`src/design/pppc_pkg.sv`:
```
package pppc_pkg;

	// Square root datapath: 48-bit radicand, 24-bit root, one root bit per cell.
	localparam int SQRT_IN_W = 48;
	localparam int ROOT_W    = 24;
	localparam int REM_W     = 26;

	// Multiplier fraction: 16 quotient bits, one bit per cell.
	localparam int Q_W       = 16;
	localparam int MAG_W     = Q_W + 1;

	// Register indexes on the configuration port.
	localparam logic REG_SETPOINT = 1'b0;
	localparam logic REG_GAIN     = 1'b1;

	// Quarter-wave sine table, Q1.15, one entry per degree.
	localparam logic [16:0] SIN_TAB [0:90] = '{
		17'd0,     17'd572,   17'd1144,  17'd1715,  17'd2286,  17'd2856,  17'd3425,
		17'd3993,  17'd4560,  17'd5126,  17'd5690,  17'd6252,  17'd6813,  17'd7371,
		17'd7927,  17'd8481,  17'd9032,  17'd9581,  17'd10126, 17'd10668, 17'd11208,
		17'd11743, 17'd12275, 17'd12804, 17'd13328, 17'd13849, 17'd14365, 17'd14877,
		17'd15384, 17'd15886, 17'd16384, 17'd16877, 17'd17364, 17'd17847, 17'd18324,
		17'd18795, 17'd19261, 17'd19720, 17'd20174, 17'd20622, 17'd21063, 17'd21498,
		17'd21926, 17'd22348, 17'd22763, 17'd23170, 17'd23571, 17'd23965, 17'd24351,
		17'd24730, 17'd25102, 17'd25466, 17'd25822, 17'd26170, 17'd26510, 17'd26842,
		17'd27166, 17'd27482, 17'd27789, 17'd28088, 17'd28378, 17'd28660, 17'd28932,
		17'd29197, 17'd29452, 17'd29698, 17'd29935, 17'd30163, 17'd30382, 17'd30592,
		17'd30792, 17'd30983, 17'd31164, 17'd31336, 17'd31499, 17'd31651, 17'd31795,
		17'd31928, 17'd32052, 17'd32166, 17'd32270, 17'd32365, 17'd32449, 17'd32524,
		17'd32588, 17'd32643, 17'd32688, 17'd32723, 17'd32748, 17'd32763, 17'd32768
	};

	// Per-word side information that rides along the cell chain.
	typedef struct packed {
		logic neg_x;
		logic neg_y;
		logic zero;
		logic big;
		logic full_x;
		logic full_y;
	} pppc_flags_t;

endpackage

```
`src/design/pppc_cell.sv`:
```
module pppc_cell
	import pppc_pkg::*;
#(
	parameter int SW     = 33,
	parameter bit DIV_EN = 1'b1
) (
	input  logic                 clk,
	input  logic                 arst_n,
	input  logic                 en,
	input  logic                 vld_i,
	input  pppc_flags_t          flags_i,
	input  logic [SQRT_IN_W-1:0] v_i,
	input  logic [REM_W-1:0]     rem_i,
	input  logic [ROOT_W-1:0]    root_i,
	input  logic [SW-1:0]        b_i,
	input  logic [SW-1:0]        rx_i,
	input  logic [SW-1:0]        ry_i,
	input  logic [Q_W-1:0]       qx_i,
	input  logic [Q_W-1:0]       qy_i,
	output logic                 vld_o,
	output pppc_flags_t          flags_o,
	output logic [SQRT_IN_W-1:0] v_o,
	output logic [REM_W-1:0]     rem_o,
	output logic [ROOT_W-1:0]    root_o,
	output logic [SW-1:0]        b_o,
	output logic [SW-1:0]        rx_o,
	output logic [SW-1:0]        ry_o,
	output logic [Q_W-1:0]       qx_o,
	output logic [Q_W-1:0]       qy_o
);

	logic                 vld_q;
	pppc_flags_t          flags_q;
	logic [SQRT_IN_W-1:0] v_q;
	logic [REM_W-1:0]     rem_q;
	logic [ROOT_W-1:0]    root_q;
	logic [SW-1:0]        b_q, rx_q, ry_q;
	logic [Q_W-1:0]       qx_q, qy_q;

	logic [REM_W+1:0] rem_sh, trial;
	logic             take;
	logic [SW:0]      two_x, two_y;
	logic             ge_x, ge_y;

	// One restoring square root step: bring down two radicand bits.
	always_comb begin
		rem_sh = {rem_i, v_i[SQRT_IN_W-1 -: 2]};
		trial  = (REM_W+2)'({root_i, 2'b01});
		take   = rem_sh >= trial;
	end

	// One restoring division step for each axis fraction.
	always_comb begin
		two_x = {rx_i, 1'b0};
		two_y = {ry_i, 1'b0};
		ge_x  = two_x >= {1'b0, b_i};
		ge_y  = two_y >= {1'b0, b_i};
	end

	always_ff @(posedge clk or negedge arst_n) begin
		if (!arst_n) begin
			vld_q <= 1'b0;
		end else if (en) begin
			vld_q <= vld_i;
		end
	end

	always_ff @(posedge clk) begin
		if (en) begin
			flags_q <= flags_i;
			v_q     <= {v_i[SQRT_IN_W-3:0], 2'b00};
			rem_q   <= take ? REM_W'(rem_sh - trial) : REM_W'(rem_sh);
			root_q  <= {root_i[ROOT_W-2:0], take};
			b_q     <= b_i;
			if (DIV_EN) begin
				rx_q <= ge_x ? SW'(two_x - {1'b0, b_i}) : SW'(two_x);
				ry_q <= ge_y ? SW'(two_y - {1'b0, b_i}) : SW'(two_y);
				qx_q <= {qx_i[Q_W-2:0], ge_x};
				qy_q <= {qy_i[Q_W-2:0], ge_y};
			end else begin
				rx_q <= rx_i;
				ry_q <= ry_i;
				qx_q <= qx_i;
				qy_q <= qy_i;
			end
		end
	end

	assign vld_o   = vld_q;
	assign flags_o = flags_q;
	assign v_o     = v_q;
	assign rem_o   = rem_q;
	assign root_o  = root_q;
	assign b_o     = b_q;
	assign rx_o    = rx_q;
	assign ry_o    = ry_q;
	assign qx_o    = qx_q;
	assign qy_o    = qy_q;

endmodule

```
`config.mk`:
```
export PLATFORM = sky130hd
export DESIGN_NAME = pppc_cell
export DESIGN_NICKNAME = d
export VERILOG_FILES = /design/src/design/pppc_pkg.sv /design/src/design/pppc_cell.sv
export SDC_FILE = /design/constraint.sdc
export NUM_CORES = 1
export LEC_CHECK = 0
export BUFFER_PORTS_ARGS = -buffer_cell sky130_fd_sc_hd__buf_2
export CORE_AREA = 2 2 266 216
export DETAILED_ROUTE_END_ITERATION = 12
export DIE_AREA = 0 0 268 218
export PLACE_DENSITY_LB_ADDON = 0.25
export SETUP_SLACK_MARGIN = 0.4
export SKIP_LAST_GASP = 1
export SYNTH_ARGS = -nofsm -noshare
export SYNTH_HDL_FRONTEND = slang
export SYNTH_SLANG_ARGS = --single-unit
```
`constraint.sdc`:
```
create_clock -name clk -period 1.4 [get_ports clk]
set_input_delay 0.07 -clock clk [delete_from_list [all_inputs] [get_ports clk]]
set_output_delay 0.07 -clock clk [all_outputs]
set_load 0.02 [all_outputs]
```
==> flow_summary_export.csv <==
group,metric,value,unit
synthesis,synth.mux.area_fraction,0.00716,
sta,min_period,2.12,ns
global_routing,grt_max_degree,55,
synthesis,synthXorXnorAreaFrac,0.0442,
global_routing,grt_pass1_wl,82.6,mm
drt,post_drt_wl_per_cell,18.3,um
setup_path,cp.required,1.72,ns
sta,finalCritPeriodShare,1.52,
sta,finalWorstSetupSlack,-0.721,ns
floorplanning,dieArea,58400,um^2
clock_network,cts-root-buf,"clkbuf_16",
place,placed_cells,2762,
power,p_per_area,989,nW/um^2
synthesis,async_flop_share,0.00427,
synthesis,synth_cell_types,72,
drt,ant_nets,0,
global_routing,grt.busiest_layer,"met2",
floorplanning,start_util,0.237,
global_routing,antenna_found_initial,6,
setup_path,start_kind,"input pin",
final_layout,area_growth,98.3,%
synthesis,ys_seq_area_frac,0.529,
synthesis,synth_seq_cells,234,
sta,holdWs,0.0155,ns
sta,max_freq,0.471,GHz
job,cap_violations,0,
sta,setup_viol,95,
synthesis,synth_adder_area_share,0.0897,
setup_path,end_kind,"flop",
setup_path,critPathKind,"input pin to flop",
drt,dr.first_iter.drc_count,645,
synthesis,netlist_instances,1218,
clock_network,cts_sinks,234,
global_routing,track_usage,0.183,
global_routing,gr-usage-met1,0.216,
synthesis,yosysWarnings,0,
drt,remaining_drc_errors,0,
final_layout,nNetsFinal,2670,
global_routing,grt_util_met3,0.0388,
synthesis,synthFlopType,"edfxtp_1",
sta,relSlewSlack,0.672,
final_layout,design_area,26300,um^2
place,gp_congestion,0.887,
sta,rsz0062_at_grt,"yes",
drt,dr.pass1.iters,4,
sta,drv_slew,0,
final_layout,drive_gt1_frac,0.514,
setup_path,rr_worst_depth,2,
floorplanning,fp.dieH,218,um
setup_path,path_max_fanout,4,
synthesis,synth_top_family_by_area,"compound AO/OA/AOI/OAI gates",
power,ir_worst_vdd,0.821,mV
drt,vias,14061,
clock_network,cts_tree,"done",
floorplanning,core_area,55900,um^2
place,place_area,19600,um^2
place,placement.setup.worst_slack,-1.48,ns
floorplanning,row_count,78,
global_routing,use_met2,0.335,
clock_network,clk-insertion-delay-late,0.56,ns
drt,drt-total-wl,57.1,mm
synthesis,synth.avg_cell_area,10.9,um^2
clock_network,h-tree-depth,1,
global_routing,grt_pass1_vias,14739,
clock_network,clk_pin_slew,0.06,ns
sta,fin_skew,0,ns
synthesis,synth-simple-area-share,0.113,
place,numPortBuffers,470,
sta,worst_pin_slew,0.480,ns
setup_path,arrival,2.44,ns
final_layout,stdcell_count,3121,
drt,post_drt_via_cell_ratio,4.51,
final_layout,final_cell_mix,"buf_4, buf_2, edfxtp_1",
power,p_leak,0.0114,uW
global_routing,grt_remaining_overflow,0,
status,status,"finished with violations",
synthesis,synth_compound_area_frac,0.177,
status,violations,"setup timing",
floorplanning,die_w,268,um
clock_network,cts_buffer_depth,3,
worst_hold_path,holdPathStages,4,
clock_network,numCtsBuffers,27,
synthesis,synth_edf_count,233,
sta,timing_hold_violations_final,0,
floorplanning,io_pins,475,
worst_hold_path,min_path_type,"input pin to flop",
synthesis,netlist_area,13300,um^2
final_layout,fin_util,0.471,
final_layout,layout_commonest_cell,"buf_4",
place,hpwlAfterDp,41.4,mm
-- timing repair --
item                                   4_1_cts  5_1_grt
gates cloned                                 6        3
buffers inserted                            49       18
hold buffers                               228        2
endpoints found under the hold margin      246        2
resized for setup                          426      334
pin swaps                                   93       53
setup endpoints to repair                  329      339
-- cells in the mapped netlist (19+ instances only) --
cell type  instances  area, um^2
edfxtp_1         233        7000
nor3_1            24         120
ha_1              92        1150
nor2_1            73         274
xnor2_1           40         350
o21ai_0          100         500
a21o_1            46         345
a21oi_1           88         440
nand4_1           21         131
xor2_1            27         236
clkbuf_1          22        82.6
inv_1             82         308
nand2_1          119         447
nand3_1           20         100
a31oi_1           19         119
-- worst paths after layout --
kind,start,to,slack [ns]
worst min-delay path,rx_i[28],rx_o[29],0.02
worst max-delay path,root_i[0],rem_o[4],-0.72
worst max register to register,vld_o,vld_o,0.50
max in group asynchronous,arst_n,vld_o,0.94
worst min register to register,vld_o,vld_o,0.66
min in group asynchronous,arst_n,vld_o,0.35
-- critical path, stage by stage --
cell and delay, ns:
buf_8 0.10, inv_4 0.05, ha_4 0.19, nor2b_4 0.12, o31a_1 0.27, o41a_1 0.36, a221o_1 0.37, a21oi_2 0.20
a21o_1 0.18, buf_12 0.13, buf_12 0.11, mux2_4 0.29
-- final cells by class --
type / count / area, um^2
flip-flops and latches: 234 / 7020
fillers: 5087 / 29600
well taps: 760 / 951
inverters: 84 / 402
multi-input cells: 857 / 7300
clock inverters: 16 / 160
clock buffers: 34 / 702
repair buffers: 1133 / 9780
diodes: 3 / 7.51
-- through the flow --
stage	power, uW	setup TNS, ns
global placement	16200	-122.85
finish	26000	-58.29
CTS	25300	-48.91
detailed placement	16200	-123.55
floorplan	12800	-72.97
global route	27200	-63.03
-- report_power, final --
group          switching [uW]  internal [uW]  leakage [uW]  total, uW
Sequential                396           8710       0.00229       9100
Combinational            4720           5100       0.00871       9810
Clock                    3020           4090      0.000412       7110
Total                    8130          17900        0.0114      26000
-- cell families (layout without fill, tap and decap cells) --
family,count (synthesis),count (layout)
mux,9,9
flops,234,234
simple gates,322,322
fa+ha+maj,94,94
compound gates,363,363
xor+xnor,67,67
other cells,1,5
buf+inv,128,1267
-- registers in the layout, indices dropped and copies added (netlist names) --
name,cells
root_o,24
v_o,46
qx_o,16
rem_o,26
qy_o,16
rx_o,33
ry_o,33
vld_o,1
flags_o,6
b_o,33
-- layer usage --
metal,vias to the layer above,wire length (um)
met4,4,1440
met5,-,30
met2,414,29000
li1,6802,-
met1,6771,23200
met3,70,3490
No activity file was read; power rests on OpenSTA's default activity.
